$ cat src/frame_change_bounding_box_core_defines.svh
// assertion macros for the frame change bounding box core
// used by the top level; no dependencies
`ifndef FRAME_CHANGE_BOUNDING_BOX_CORE_DEFINES_SVH
`define FRAME_CHANGE_BOUNDING_BOX_CORE_DEFINES_SVH
`ifndef NO_ASSERTIONS
`define FCBB_ASSERT_IMP(label, clk, rst_n, cond, prop) \
    label: assert property (@(posedge clk) disable iff (!rst_n) (cond) |-> (prop)) \
        else $error("fcbb assertion failed");
`define FCBB_ASSERT_NXT(label, clk, rst_n, cond, prop) \
    label: assert property (@(posedge clk) disable iff (!rst_n) (cond) |=> (prop)) \
        else $error("fcbb assertion failed");
`else
`define FCBB_ASSERT_IMP(label, clk, rst_n, cond, prop)
`define FCBB_ASSERT_NXT(label, clk, rst_n, cond, prop)
`endif
`endif

$ cat src/fcbb_pkg.sv
// shared types and constants of the frame change bounding box core
// no dependencies
package fcbb_pkg;

    localparam int CFG_W      = 13;
    localparam int STEP_W     = 7;
    localparam int CFG_IDX_W  = 2;
    localparam int PIX_W      = 32;
    localparam int POS_OUT_W  = 12;
    localparam int DIM_OUT_W  = 13;

    localparam logic [CFG_W-1:0]  RST_FRAME_WIDTH  = 13'd1920;
    localparam logic [CFG_W-1:0]  RST_FRAME_HEIGHT = 13'd1080;
    localparam logic [STEP_W-1:0] RST_HORZ_STEP    = 7'd1;

    // rectangle padding around the changed samples
    localparam int PAD_LEFT   = 1;
    localparam int PAD_TOP    = 3;
    localparam int PAD_RIGHT  = 3;
    localparam int PAD_BOTTOM = 1;

    typedef enum logic [CFG_IDX_W-1:0] {
        CFG_FRAME_WIDTH  = 2'd0,
        CFG_FRAME_HEIGHT = 2'd1,
        CFG_HORZ_STEP    = 2'd2
    } t_cfg_idx;

    typedef struct packed {
        logic [PIX_W-1:0] old_pixel_a;
        logic [PIX_W-1:0] old_pixel_b;
        logic [PIX_W-1:0] new_pixel_a;
        logic [PIX_W-1:0] new_pixel_b;
    } t_in_item;

    typedef struct packed {
        logic                 box_empty;
        logic [POS_OUT_W-1:0] box_top;
        logic [POS_OUT_W-1:0] box_left;
        logic [DIM_OUT_W-1:0] box_width;
        logic [DIM_OUT_W-1:0] box_height;
    } t_out_item;

    typedef struct packed {
        logic changed;
        logic last;
    } t_smp_flags;

endpackage

$ cat src/fcbb_sampler.sv
// sample stage: pair-sum compare and raster position stepping
// depends on fcbb_pkg
module fcbb_sampler #(
    parameter int CW  = 12,
    parameter int RW  = 12,
    parameter int WEW = 13,
    parameter int HEW = 13
) (
    input  logic                        i_clk,
    input  logic                        i_rst_n,
    input  logic                        i_adv,
    input  fcbb_pkg::t_in_item          i_pix,
    input  logic [WEW-1:0]              i_width,
    input  logic [HEW-1:0]              i_height,
    input  logic [fcbb_pkg::STEP_W-1:0] i_step,
    output fcbb_pkg::t_smp_flags        o_flags,
    output logic [CW-1:0]               o_x,
    output logic [RW-1:0]               o_y
);

    localparam int XSW = CW + 2;

    logic [CW-1:0]            r_col;
    logic [RW-1:0]            r_row;
    logic [CW-1:0]            n_col;
    logic [RW-1:0]            n_row;
    fcbb_pkg::t_smp_flags     r_flags;
    fcbb_pkg::t_smp_flags     n_flags;
    logic [CW-1:0]            r_x;
    logic [RW-1:0]            r_y;
    logic [fcbb_pkg::PIX_W-1:0] sum_old;
    logic [fcbb_pkg::PIX_W-1:0] sum_new;
    logic [XSW-1:0]           col_ext;
    logic [XSW-1:0]           reach;
    logic [RW:0]              row_inc;
    logic                     wrap;
    logic                     row_end;

    always_comb begin
        sum_old = i_pix.old_pixel_a + i_pix.old_pixel_b;
        sum_new = i_pix.new_pixel_a + i_pix.new_pixel_b;
        col_ext = XSW'(r_col);
        reach   = col_ext + (XSW'(i_step) << 1);
        wrap    = reach > XSW'(i_width);
        row_inc = (RW+1)'(r_row) + (RW+1)'(1);
        row_end = row_inc >= (RW+1)'(i_height);

        n_flags.changed = sum_old != sum_new;
        n_flags.last    = wrap && row_end;

        if (!wrap) begin
            n_col = CW'(col_ext + XSW'(i_step));
            n_row = r_row;
        end else if (row_end) begin
            n_col = '0;
            n_row = '0;
        end else begin
            n_col = '0;
            n_row = RW'(row_inc);
        end
    end

    always_ff @(posedge i_clk) begin
        if (!i_rst_n) begin
            r_col <= '0;
            r_row <= '0;
        end else if (i_adv) begin
            r_col <= n_col;
            r_row <= n_row;
        end
    end

    // sample payload, meaningful only while the stage holds an item
    always_ff @(posedge i_clk) begin
        if (i_adv) begin
            r_flags <= n_flags;
            r_x     <= r_col;
            r_y     <= r_row;
        end
    end

    assign o_flags = r_flags;
    assign o_x     = r_x;
    assign o_y     = r_y;

endmodule

$ cat src/fcbb_box.sv
// box stage: bounding box tracking, padding and result register
// depends on fcbb_pkg
module fcbb_box #(
    parameter int CW  = 12,
    parameter int RW  = 12,
    parameter int WEW = 13,
    parameter int HEW = 13
) (
    input  logic                 i_clk,
    input  logic                 i_rst_n,
    input  logic                 i_adv,
    input  fcbb_pkg::t_smp_flags i_flags,
    input  logic [CW-1:0]        i_x,
    input  logic [RW-1:0]        i_y,
    input  logic [WEW-1:0]       i_width,
    input  logic [HEW-1:0]       i_height,
    output fcbb_pkg::t_out_item  o_box
);

    localparam int RX = CW + 3;
    localparam int BX = RW + 2;

    logic                r_seen;
    logic [RW-1:0]       r_top;
    logic [RW:0]         r_bot;
    logic [CW-1:0]       r_left;
    logic [CW:0]         r_right;
    logic                n_seen;
    logic [RW-1:0]       n_top;
    logic [RW:0]         n_bot;
    logic [CW-1:0]       n_left;
    logic [CW:0]         n_right;
    logic [CW:0]         x_next;
    logic [CW-1:0]       p_left;
    logic [RW-1:0]       p_top;
    logic [CW:0]         p_right;
    logic [RW:0]         p_bot;
    logic [RX-1:0]       rgt_ext;
    logic [RX-1:0]       wid_ext;
    fcbb_pkg::t_out_item r_box;
    fcbb_pkg::t_out_item n_box;

    // box update with the current sample
    always_comb begin
        x_next  = (CW+1)'(i_x) + (CW+1)'(1);
        n_seen  = r_seen;
        n_top   = r_top;
        n_bot   = r_bot;
        n_left  = r_left;
        n_right = r_right;
        if (i_flags.changed) begin
            n_seen = 1'b1;
            n_bot  = (RW+1)'(i_y) + (RW+1)'(1);
            if (!r_seen) begin
                n_top   = i_y;
                n_left  = i_x;
                n_right = x_next;
            end else begin
                if (i_x < r_left) begin
                    n_left = i_x;
                end
                if (r_right < x_next) begin
                    n_right = x_next;
                end
            end
        end
    end

    // padding, clamped to the frame
    always_comb begin
        p_left = (n_left != '0) ? n_left - CW'(fcbb_pkg::PAD_LEFT) : n_left;
        p_top  = (n_top >= RW'(fcbb_pkg::PAD_TOP)) ? n_top - RW'(fcbb_pkg::PAD_TOP) : '0;

        rgt_ext = RX'(n_right);
        wid_ext = RX'(i_width);
        if (rgt_ext + RX'(1) < wid_ext) begin
            if (rgt_ext + RX'(fcbb_pkg::PAD_RIGHT + 1) < wid_ext) begin
                p_right = n_right + (CW+1)'(fcbb_pkg::PAD_RIGHT);
            end else begin
                p_right = (CW+1)'(i_width) - (CW+1)'(1);
            end
        end else begin
            p_right = n_right;
        end

        if (BX'(n_bot) + BX'(fcbb_pkg::PAD_BOTTOM) < BX'(i_height)) begin
            p_bot = n_bot + (RW+1)'(fcbb_pkg::PAD_BOTTOM);
        end else begin
            p_bot = n_bot;
        end

        if (!n_seen) begin
            n_box           = '0;
            n_box.box_empty = 1'b1;
        end else begin
            n_box.box_empty  = 1'b0;
            n_box.box_top    = fcbb_pkg::POS_OUT_W'(p_top);
            n_box.box_left   = fcbb_pkg::POS_OUT_W'(p_left);
            n_box.box_width  = fcbb_pkg::DIM_OUT_W'(p_right - (CW+1)'(p_left));
            n_box.box_height = fcbb_pkg::DIM_OUT_W'(p_bot - (RW+1)'(p_top));
        end
    end

    always_ff @(posedge i_clk) begin
        if (!i_rst_n) begin
            r_seen  <= 1'b0;
            r_top   <= '0;
            r_bot   <= '0;
            r_left  <= '0;
            r_right <= '0;
        end else if (i_adv) begin
            if (i_flags.last) begin
                r_seen  <= 1'b0;
                r_top   <= '0;
                r_bot   <= '0;
                r_left  <= '0;
                r_right <= '0;
            end else begin
                r_seen  <= n_seen;
                r_top   <= n_top;
                r_bot   <= n_bot;
                r_left  <= n_left;
                r_right <= n_right;
            end
        end
    end

    always_ff @(posedge i_clk) begin
        if (i_adv && i_flags.last) begin
            r_box <= n_box;
        end
    end

    assign o_box = r_box;

endmodule

$ cat src/frame_change_bounding_box_core.sv
// top level of the frame change bounding box core
// depends on fcbb_pkg, fcbb_sampler, fcbb_box and the assertion macro header
//
// usage
//   input channel: one transaction per sampled position of a frame, in raster
//   order, carrying two adjacent pixels of the old frame and the same two of
//   the new frame; a sample is changed when the wrapped pair sums differ
//   output channel: one transaction per frame, sent after the last sample of
//   that frame: the padded rectangle around all changed samples, or the
//   empty flag with zero fields when nothing changed
//   config port: frame width, frame height and column step, written while
//   the core is idle; they take effect on the next sample
// timing
//   three register stages: input register, sample register, result register;
//   the rectangle is offered from the result register once the frame end leaves the sample stage
//   one sample per cycle sustained while no frame end waits on a stalled result;
//   the pair compare and the box min/max update each sit between two registers
// reset
//   synchronous, active low; clears position, box and all valid flags and
//   loads 1920 x 1080 with step 1
// back-pressure
//   a stalled result holds; samples keep flowing until a second frame end
//   reaches the sample register, then the stall walks back to o_in_stall
`include "frame_change_bounding_box_core_defines.svh"

module frame_change_bounding_box_core #(
    parameter int MAX_WIDTH  = 4096,
    parameter int MAX_HEIGHT = 4096
) (
    input  logic                           i_clk,
    input  logic                           i_rst_n,
    // input channel
    input  logic                           i_in_valid,
    output logic                           o_in_stall,
    input  fcbb_pkg::t_in_item             i_in_data,
    // output channel
    output logic                           o_out_valid,
    input  logic                           i_out_stall,
    output fcbb_pkg::t_out_item            o_out_data,
    // config write port
    input  logic                           i_cfg_we,
    input  logic [fcbb_pkg::CFG_IDX_W-1:0] i_cfg_addr,
    input  logic [fcbb_pkg::CFG_W-1:0]     i_cfg_wdata
);

    localparam int CW  = $clog2(MAX_WIDTH);
    localparam int RW  = $clog2(MAX_HEIGHT);
    localparam int WEW = $clog2(MAX_WIDTH + 1);
    localparam int HEW = $clog2(MAX_HEIGHT + 1);

    // config registers
    logic [fcbb_pkg::CFG_W-1:0]  r_frame_width;
    logic [fcbb_pkg::CFG_W-1:0]  r_frame_height;
    logic [fcbb_pkg::STEP_W-1:0] r_horz_step;

    // effective geometry, clamped to the supported frame size
    logic [WEW-1:0]              eff_width;
    logic [HEW-1:0]              eff_height;
    logic [fcbb_pkg::STEP_W-1:0] eff_step;

    // pipeline control
    logic                 r_in_valid;
    fcbb_pkg::t_in_item   r_in;
    logic                 r_smp_valid;
    logic                 r_out_valid;
    logic                 out_ready;
    logic                 smp_adv;
    logic                 smp_free;
    logic                 in_adv;
    logic                 in_take;

    fcbb_pkg::t_smp_flags smp_flags;
    logic [CW-1:0]        smp_x;
    logic [RW-1:0]        smp_y;
    fcbb_pkg::t_out_item  box;

    always_ff @(posedge i_clk) begin
        if (!i_rst_n) begin
            r_frame_width  <= fcbb_pkg::RST_FRAME_WIDTH;
            r_frame_height <= fcbb_pkg::RST_FRAME_HEIGHT;
            r_horz_step    <= fcbb_pkg::RST_HORZ_STEP;
        end else if (i_cfg_we) begin
            case (i_cfg_addr)
                fcbb_pkg::CFG_FRAME_WIDTH: begin
                    r_frame_width <= i_cfg_wdata;
                end
                fcbb_pkg::CFG_FRAME_HEIGHT: begin
                    r_frame_height <= i_cfg_wdata;
                end
                fcbb_pkg::CFG_HORZ_STEP: begin
                    r_horz_step <= i_cfg_wdata[fcbb_pkg::STEP_W-1:0];
                end
                default: begin
                end
            endcase
        end
    end

    // zero height counts as one row, zero step as one column
    always_comb begin
        eff_width = (32'(r_frame_width) > 32'(MAX_WIDTH)) ? WEW'(MAX_WIDTH)
                                                          : WEW'(r_frame_width);
        if (r_frame_height == '0) begin
            eff_height = HEW'(1);
        end else if (32'(r_frame_height) > 32'(MAX_HEIGHT)) begin
            eff_height = HEW'(MAX_HEIGHT);
        end else begin
            eff_height = HEW'(r_frame_height);
        end
        eff_step = (r_horz_step == '0) ? fcbb_pkg::STEP_W'(1) : r_horz_step;
    end

    // flow control: only a frame end needs room in the result register
    always_comb begin
        out_ready  = !r_out_valid || !i_out_stall;
        smp_adv    = r_smp_valid && (!smp_flags.last || out_ready);
        smp_free   = !r_smp_valid || smp_adv;
        in_adv     = r_in_valid && smp_free;
        o_in_stall = r_in_valid && !in_adv;
        in_take    = i_in_valid && !o_in_stall;
    end

    always_ff @(posedge i_clk) begin
        if (!i_rst_n) begin
            r_in_valid  <= 1'b0;
            r_smp_valid <= 1'b0;
            r_out_valid <= 1'b0;
        end else begin
            if (in_take) begin
                r_in_valid <= 1'b1;
            end else if (in_adv) begin
                r_in_valid <= 1'b0;
            end
            if (in_adv) begin
                r_smp_valid <= 1'b1;
            end else if (smp_adv) begin
                r_smp_valid <= 1'b0;
            end
            if (smp_adv && smp_flags.last) begin
                r_out_valid <= 1'b1;
            end else if (!i_out_stall) begin
                r_out_valid <= 1'b0;
            end
        end
    end

    // input register payload
    always_ff @(posedge i_clk) begin
        if (in_take) begin
            r_in <= i_in_data;
        end
    end

    fcbb_sampler #(
        .CW  (CW),
        .RW  (RW),
        .WEW (WEW),
        .HEW (HEW)
    ) u_sampler (
        .i_clk    (i_clk),
        .i_rst_n  (i_rst_n),
        .i_adv    (in_adv),
        .i_pix    (r_in),
        .i_width  (eff_width),
        .i_height (eff_height),
        .i_step   (eff_step),
        .o_flags  (smp_flags),
        .o_x      (smp_x),
        .o_y      (smp_y)
    );

    fcbb_box #(
        .CW  (CW),
        .RW  (RW),
        .WEW (WEW),
        .HEW (HEW)
    ) u_box (
        .i_clk    (i_clk),
        .i_rst_n  (i_rst_n),
        .i_adv    (smp_adv),
        .i_flags  (smp_flags),
        .i_x      (smp_x),
        .i_y      (smp_y),
        .i_width  (eff_width),
        .i_height (eff_height),
        .o_box    (box)
    );

    assign o_out_valid = r_out_valid;
    assign o_out_data  = box;

    // a frame end leaving the sample stage always lands in the result register
    `FCBB_ASSERT_NXT(a_frame_end_loads_out, i_clk, i_rst_n, smp_adv && smp_flags.last, r_out_valid)
    // a sample moving on from the input register is held in the sample stage
    `FCBB_ASSERT_NXT(a_sample_reaches_stage, i_clk, i_rst_n, in_adv, r_smp_valid)
    // a held input transaction keeps its payload
    `FCBB_ASSERT_NXT(a_input_held, i_clk, i_rst_n, r_in_valid && !in_adv, r_in_valid && $stable(r_in))
    // only a frame end in the sample stage can back-pressure the input
    `FCBB_ASSERT_IMP(a_stall_only_on_end, i_clk, i_rst_n, o_in_stall, r_smp_valid && smp_flags.last)

endmodule

$ cat config.mk
export PLATFORM = sky130hd
export DESIGN_NAME = frame_change_bounding_box_core
export DESIGN_NICKNAME = d
export VERILOG_FILES = /design/src/fcbb_pkg.sv /design/src/fcbb_sampler.sv /design/src/fcbb_box.sv /design/src/frame_change_bounding_box_core.sv
export VERILOG_INCLUDE_DIRS = /design/src /design/src/src
export SDC_FILE = /design/constraint.sdc
export NUM_CORES = 1
export LEC_CHECK = 0
export ABC_CLOCK_PERIOD_IN_PS = 15000
export BUFFER_PORTS_ARGS = -buffer_cell sky130_fd_sc_hd__buf_2
export CAP_MARGIN = 5
export CORE_AREA = 2 2 238 240
export DETAILED_ROUTE_END_ITERATION = 8
export DIE_AREA = 0 0 240 242
export GPL_TIMING_DRIVEN = 0
export PLACE_DENSITY_LB_ADDON = 0.25
export SKIP_LAST_GASP = 1
export SYNTH_ARGS = -nofsm -noshare
export SYNTH_HDL_FRONTEND = slang
export SYNTH_HIERARCHICAL = 1
export SYNTH_SLANG_ARGS = --single-unit
export TNS_END_PERCENT = 20
$ cat constraint.sdc
create_clock -name i_clk -period 15 [get_ports i_clk]
set_clock_uncertainty 0.15 [all_clocks]
set_input_delay 0.75 -clock i_clk [delete_from_list [all_inputs] [get_ports i_clk]]
set_output_delay 0.75 -clock i_clk [all_outputs]
set_load 0.05 [all_outputs]
======== After elaboration in Yosys (flattened, before gate mapping) ========
Cells that the tools add are included.
storage, ports and cells
  bits of input ports ..................... 148
  output and inout bits ................... 53
  register bits ........................... 316
  logic and storage cells ................. 115
operators by class
  add/subtract/negate cells ............... 17
  mux-type cells .......................... 33
  $lt $le $gt $ge ......................... 10
  eq/ne operators ......................... 4
  reductions and logical operators ........ 25
operators with widths
  cell                                                                count
  two-way mux 13 bit                                                  12
  two-way mux 12 bit                                                  11
  adder 32 bit                                                        2
  two-way mux 51 bit                                                  1
  adder 12 x 1 -> 13 bit, second input constant                       3
  != test 32 bit                                                      1
  less-than comparator 15 x 13 -> 1 bit                               2
  adder 13 x 1 -> 14 bit, second input constant                       2
  > comparator 13 bit, second input constant                          2
  subtractor 13 x 12 -> 13 bit                                        2
  adder 13 x 3 -> 14 bit, second input constant                       1
  > comparator 14 x 13 -> 1 bit                                       1
  less-than comparator 14 x 13 -> 1 bit                               1
  adder 12 x 8 -> 13 bit                                              1
  adder 13 x 1 -> 13 bit, second input constant                       1
  adder 13 x 2 -> 13 bit, second input constant                       1
  greater-or-equal comparator 13 bit                                  1
  logical NOT 13 bit                                                  1
  less-than comparator 13 bit                                         1
  subtractor 13 x 1 -> 13 bit, second input constant                  1
  adder 12 x 7 -> 12 bit                                              1
  greater-or-equal comparator 12 x 2 -> 1 bit, second input constant  1
  less-than comparator 12 bit                                         1
  nonzero test 12 bit                                                 1
  14 further kinds                                                    37

======== Depth between registers and ports, before layout ========
  depth after elaboration ................. 11
  gate-level depth with buffers ........... 45
  mapped depth without buffers ............ 43

======== By module ========
The synthesis kept the hierarchy.
modules (own cells, without submodules)
  module                          cells each  instances  area each (sq um)  seq. area each (sq um)
  fcbb_box                        1,189       1          9,655.5            2,552.4
  fcbb_sampler                    806         1          6,831.6            1,261.2
  frame_change_bounding_box_core  321         1          5,435.2            4,564.4

======== Worst setup path before layout ========
OpenSTA, ideal clock, no wires.
  kind .................................... register to register
  start point ............................. register u_sampler.r_x[1] (netlist: u_sampler/o_x[1])
  end point ............................... register u_box.r_box (netlist bit u_box/o_box[25]), data pin
  cell stages (with the launch flop) ...... 45
  period minus slack after synthesis ...... 8.735 ns
  arrival time ............................ 8.318 ns
  setup slack ............................. 6.265 ns
  setup time .............................. 0.266 ns
  data required time ...................... 14.584 ns
  buffers on the path ..................... 3
  path through ............................ edfxtp_1 -> ha_1 -> and2_1 -> and2_1 -> and4_1 -> xnor2_1 -> ha_1 -> nand2_1 -> a311o_1 -> a211oi_1 -> o2111ai_2 -> nand2_4 -> buf_8 -> buf_2 -> o21ai_1 -> inv_1 -> ha_1 -> o21ai_1 -> [9 not listed] -> nor3_1 -> nor2_2 -> buf_2 -> a211oi_2 -> ha_1 -> inv_1 -> fa_1 -> a21o_1 -> a21oi_1 -> o21ai_0 -> a21oi_1 -> o21ai_0 -> a21oi_1 -> nor2b_1 -> o21a_1 -> o41ai_1 -> xor2_1 -> nor2_1
on the way
  cells in the longest elaborated chain, start to end .. 10
  elaborated cells between the ends (all ways) .. 20
  classes of those cells .................. add/sub (6); order compare (4); mux (9); reduce/logical (1)
ends and longest elaborated chain
  element                                line                text
  start, declared                        fcbb_sampler.sv:29  logic [CW-1:0] r_x;
  start signal, assigned                 fcbb_sampler.sv:77  r_x <= r_col;
  adder 12 x 1 -> 13 bit                 fcbb_box.sv:45      x_next = (CW+1)'(i_x) + (CW+1)'(1);
  less-than comparator 13 bit            fcbb_box.sv:62      if (r_right < x_next) begin
  two-way mux 13 bit                     fcbb_box.sv:62
  two-way mux 13 bit                     fcbb_box.sv:54      if (!r_seen) begin
  two-way mux 13 bit                     fcbb_box.sv:51      if (i_flags.changed) begin
  adder 13 x 3 -> 14 bit                 fcbb_box.sv:77      if (rgt_ext + RX'(fcbb_pkg::PAD_RIGHT + 1) < wid_ext) begin
  less-than comparator 15 x 13 -> 1 bit  fcbb_box.sv:77
  two-way mux 13 bit                     fcbb_box.sv:77
  two-way mux 13 bit                     fcbb_box.sv:76      if (rgt_ext + RX'(1) < wid_ext) begin
  subtractor 13 x 12 -> 13 bit *         fcbb_box.sv:99      n_box.box_width = fcbb_pkg::DIM_OUT_W'(p_right - (CW+1)'(p_left));
  end signal, assigned                   fcbb_box.sv:130     r_box <= n_box;
  end, declared                          fcbb_box.sv:40      fcbb_pkg::t_out_item r_box;
Mark *: on every way between the ends. The rest lies on a longest branch, timed or not.
A chain may end at the register's enable or synchronous reset.

======== Worst setup path in the final report ========
Same ends and word-level chain as after synthesis.

==> key figures <==
Synth
  • Post-synth EDFFs: 205
  • Ys async rst share: 0%
  • Net count after synthesis: 2664
  • Mapped Avg Cell Area: 9.47 µm²
  • Flops & latches, synth: 316
  • Most common cell in the netlist: edfxtp_1
  • Sequential fraction of the synthesis area: 38.2%
  • Commonest cells in the netlist: 205 x edfxtp_1, 194 x ha_1, 172 x nand2_1
  • Most used flip-flop cell after synthesis: edfxtp_1
  • Synth top area cells: edfxtp_1 28%, ha_1 11%, dfxtp_1 10%
  • Cells after Synth: 2316
  • Top-area cell type share of the netlist area: 28.1%
  • Unique cell type count in the Yosys netlist: 102
  • Leading area contributor after synthesis: edfxtp_1
  • Mapped Area: 0.0219 mm²
  • Synth warn: 6

Worst hold path
  • Worst Hold Class: input pin to flop

GRT
  • Global-route wire length before repair: 95.1 mm
  • Antenna violations before repair: 12
  • Total global-route track usage: 20.4%
  • Largest net degree at the start of global routing: 38
  • Vias in the first global route: 17600
  • Total grt overflow: 0

Power
  • P_leak: 10.3 nW
  • Cell Pwr Density: 98.5 mW/mm²
  • Peak VDD IR: 0.0924 mV

Timing
  • Aggregate negative setup slack: 0 ns
  • Final Worst Setup Slack: 4.03 ns
  • Worst Tran Pin Value: 0.934 ns
  • Fmax: 0.0911 GHz
  • Final Cycle Share: 73.2%
  • Minimum clock period: 10.97 ns
  • Final count of negative-setup-slack endpoints: 0
  • Final Hold Viols: 0
  • Max Transition Viols Final: 0
  • Worst relative slew slack: 37.1%
  • RSZ-0062 raised after global routing: false

Setup path
  • Crit path buf inv count: 5
  • Crit path max-delay cell type: o21ai_0
  • Delay of the slowest critical-path stage: 0.76 ns
  • Crit path max fanout: 10
  • Worst setup EP type: flop
  • Family with the most delay on the worst path: compound AO/OA/AOI/OAI gates
  • Req. time, crit path: 15.12 ns
  • Worst Setup Start Kind: flop
  • Kind of critical path: flop to flop
  • Worst Path Arrival: 11.10 ns

Clocking
  • CTS hold repair buffers: 0
  • Post_cts resized: 0
  • Clk sinks: 316
  • Worst skew pair latency: 0.55 ns
  • H-tree levels: 2
  • CTS tree: done
  • Clock root buffer: clkbuf_16
  • Max clock buf depth: 3
  • CTS Buf Count: 38
  • Setup bufs post-CTS: 0
  • Clock slew at reported path FFs: 0.06 ns

Cells and area
  • FF+latch area: 0.00838 mm²
  • Share of cells above drive strength 1: 13.9%
  • Multi-input logic area: 0.0126 mm²
  • Fillers: 5430
  • Final net count: 2909
  • Finished Cell Area: 0.0252 mm²
  • Area growth syn-to-layout: 15.1%

Route
  • Vias/cell: 5.36
  • Post-route ant nets: 0
  • Wire per inst: 17.8 µm
  • DRT Pass-1 Iters: 5
  • Routed WL: 59.7 mm
  • DRC: 0
  • Number of DRC markers in iteration 0: 1050
  • Via Count: 17900

Flow run
  • Max-Cap Viols: 0

Placement
  • # port buffers: 200
  • Gpl congestion: 0.903
  • Placed inst area: 0.0240 mm²
  • Dpl hpwl: 47.3 mm
  • Place WS: 4.25 ns

Die
  • Rows: 87
  • Die area: 0.0581 mm²
  • Die Height: 242 µm
  • Initial core utilization: 39.3%
  • IO Pins: 201
  • CORE AREA: 0.0557 mm²
  • Die X: 240 µm

Status
  • Run status: finished, final reports clean
-- kinds of logic (layout without fill, tap and decap cells) --
group	after synthesis	count (layout)	share of synthesized area [%]
buf+inv	235	508	4.53
other cells	0	2	0
fa+ha+maj	200	200	11.6
simple gates	774	774	17.9
xor+xnor	210	210	8.70
mux	48	48	2.26
flops	316	316	38.2
compound gates	533	533	16.7
-- sequential cells by signal, summed over array words and instances (netlist names) --
register	cells
r_in_valid	1
r_frame_height	13
u_box/o_box	51
u_box/r_right	13
u_sampler/o_flags	2
r_frame_width	13
o_out_valid	1
u_sampler/r_col	12
u_sampler/o_y	12
r_in	128
u_box/r_left	12
u_sampler/r_row	12
u_box/r_bot	13
r_horz_step	7
u_box/r_seen	1
u_sampler/o_x	12
u_box/r_top	12
r_smp_valid	1
-- layout by cell type (no fill, tap or decap), drive strengths merged, types with 10 or more instances in the layout --
cell,n
buf,240
edfxtp,205
ha,194
nand2,173
nor2,172
inv,144
xnor2,142
a21oi,136
dfxtp,111
clkbuf,108
nor2b,94
o21ai,84
nor3,79
xor2,63
a21o,60
nand3,58
mux2i,39
and2,37
o22ai,33
nand4,31
o21a,30
and3,29
a21boi,26
a22oi,24
nand2b,24
or3,15
a31oi,15
a211oi,15
o211ai,15
nor4,13
o31ai,11
or2,10
clkinv,10
-- worst paths after layout --
kind | start | to | slack (ns) | cells past startpoint
max | u_sampler/o_x[1] | u_box/o_box[25] | 4.03 | 43
min | i_in_data[118] | r_in[118] | 0.22 | 1
max reg2reg | u_sampler/o_x[1] | u_box/o_box[25] | 4.03 | 43
min reg2reg | u_sampler/r_col[8] | u_sampler/o_x[8] | 0.30 | 0
-- routing by layer --
metal	vias to the layer above	track usage, %	share of wire [%]
li1	8863	-	-
met1	8445	26.9	45
met4	20	5.94	2.5
met3	111	3.60	5.4
met2	496	34.0	47
met5	-	0	0.19
-- worst reg2reg max path: cells and delay by family, from the launching register on --
kind | cells | cell delay [ns]
AOI/OAI and AO/OA | 17 | 4.31
and+or+nand+nor | 12 | 2.15
adders and majority gates | 6 | 1.99
buffers and inverters | 5 | 0.80
xor gates and xnor gates | 3 | 0.74
DFF | 1 | 0.58
-- report_power, final --
group | internal (mW) | switching [mW]
Combinational | 0.250 | 0.325
Sequential | 0.973 | 0.0172
Clock | 0.542 | 0.377
Total | 1.77 | 0.720
-- stage by stage --
| step | instances | util [%] | total power [mW] | hold slack [ns] |
|---|---|---|---|---|
| 2_1_floorplan | 2316 | - | 1.44 | 0.256 |
| 3_3_place_gp | 3272 | 42.8 | 1.57 | 0.271 |
| 3_5_place_dp | 3277 | 43.0 | 1.58 | 0.282 |
| 4_1_cts | 3345 | 45.3 | 2.51 | 0.187 |
| 5_1_grt | 3346 | 45.3 | 2.61 | 0.197 |
| 6_report | 3347 | 45.3 | 2.49 | 0.220 |
-- final cells by class --
type                    count  share of cell area [%]
clock inverters            18                   0.799
well taps                 756                    3.75
inverters                 142                    2.11
flip-flops and latches    316                    33.2
diodes                      2                  0.0198
repair buffers            205                    4.37
clock buffers              50                    4.11
multi-input cells        1765                    49.8
plain buffers              93                    1.83
Power figures use the tool's default switching activity.
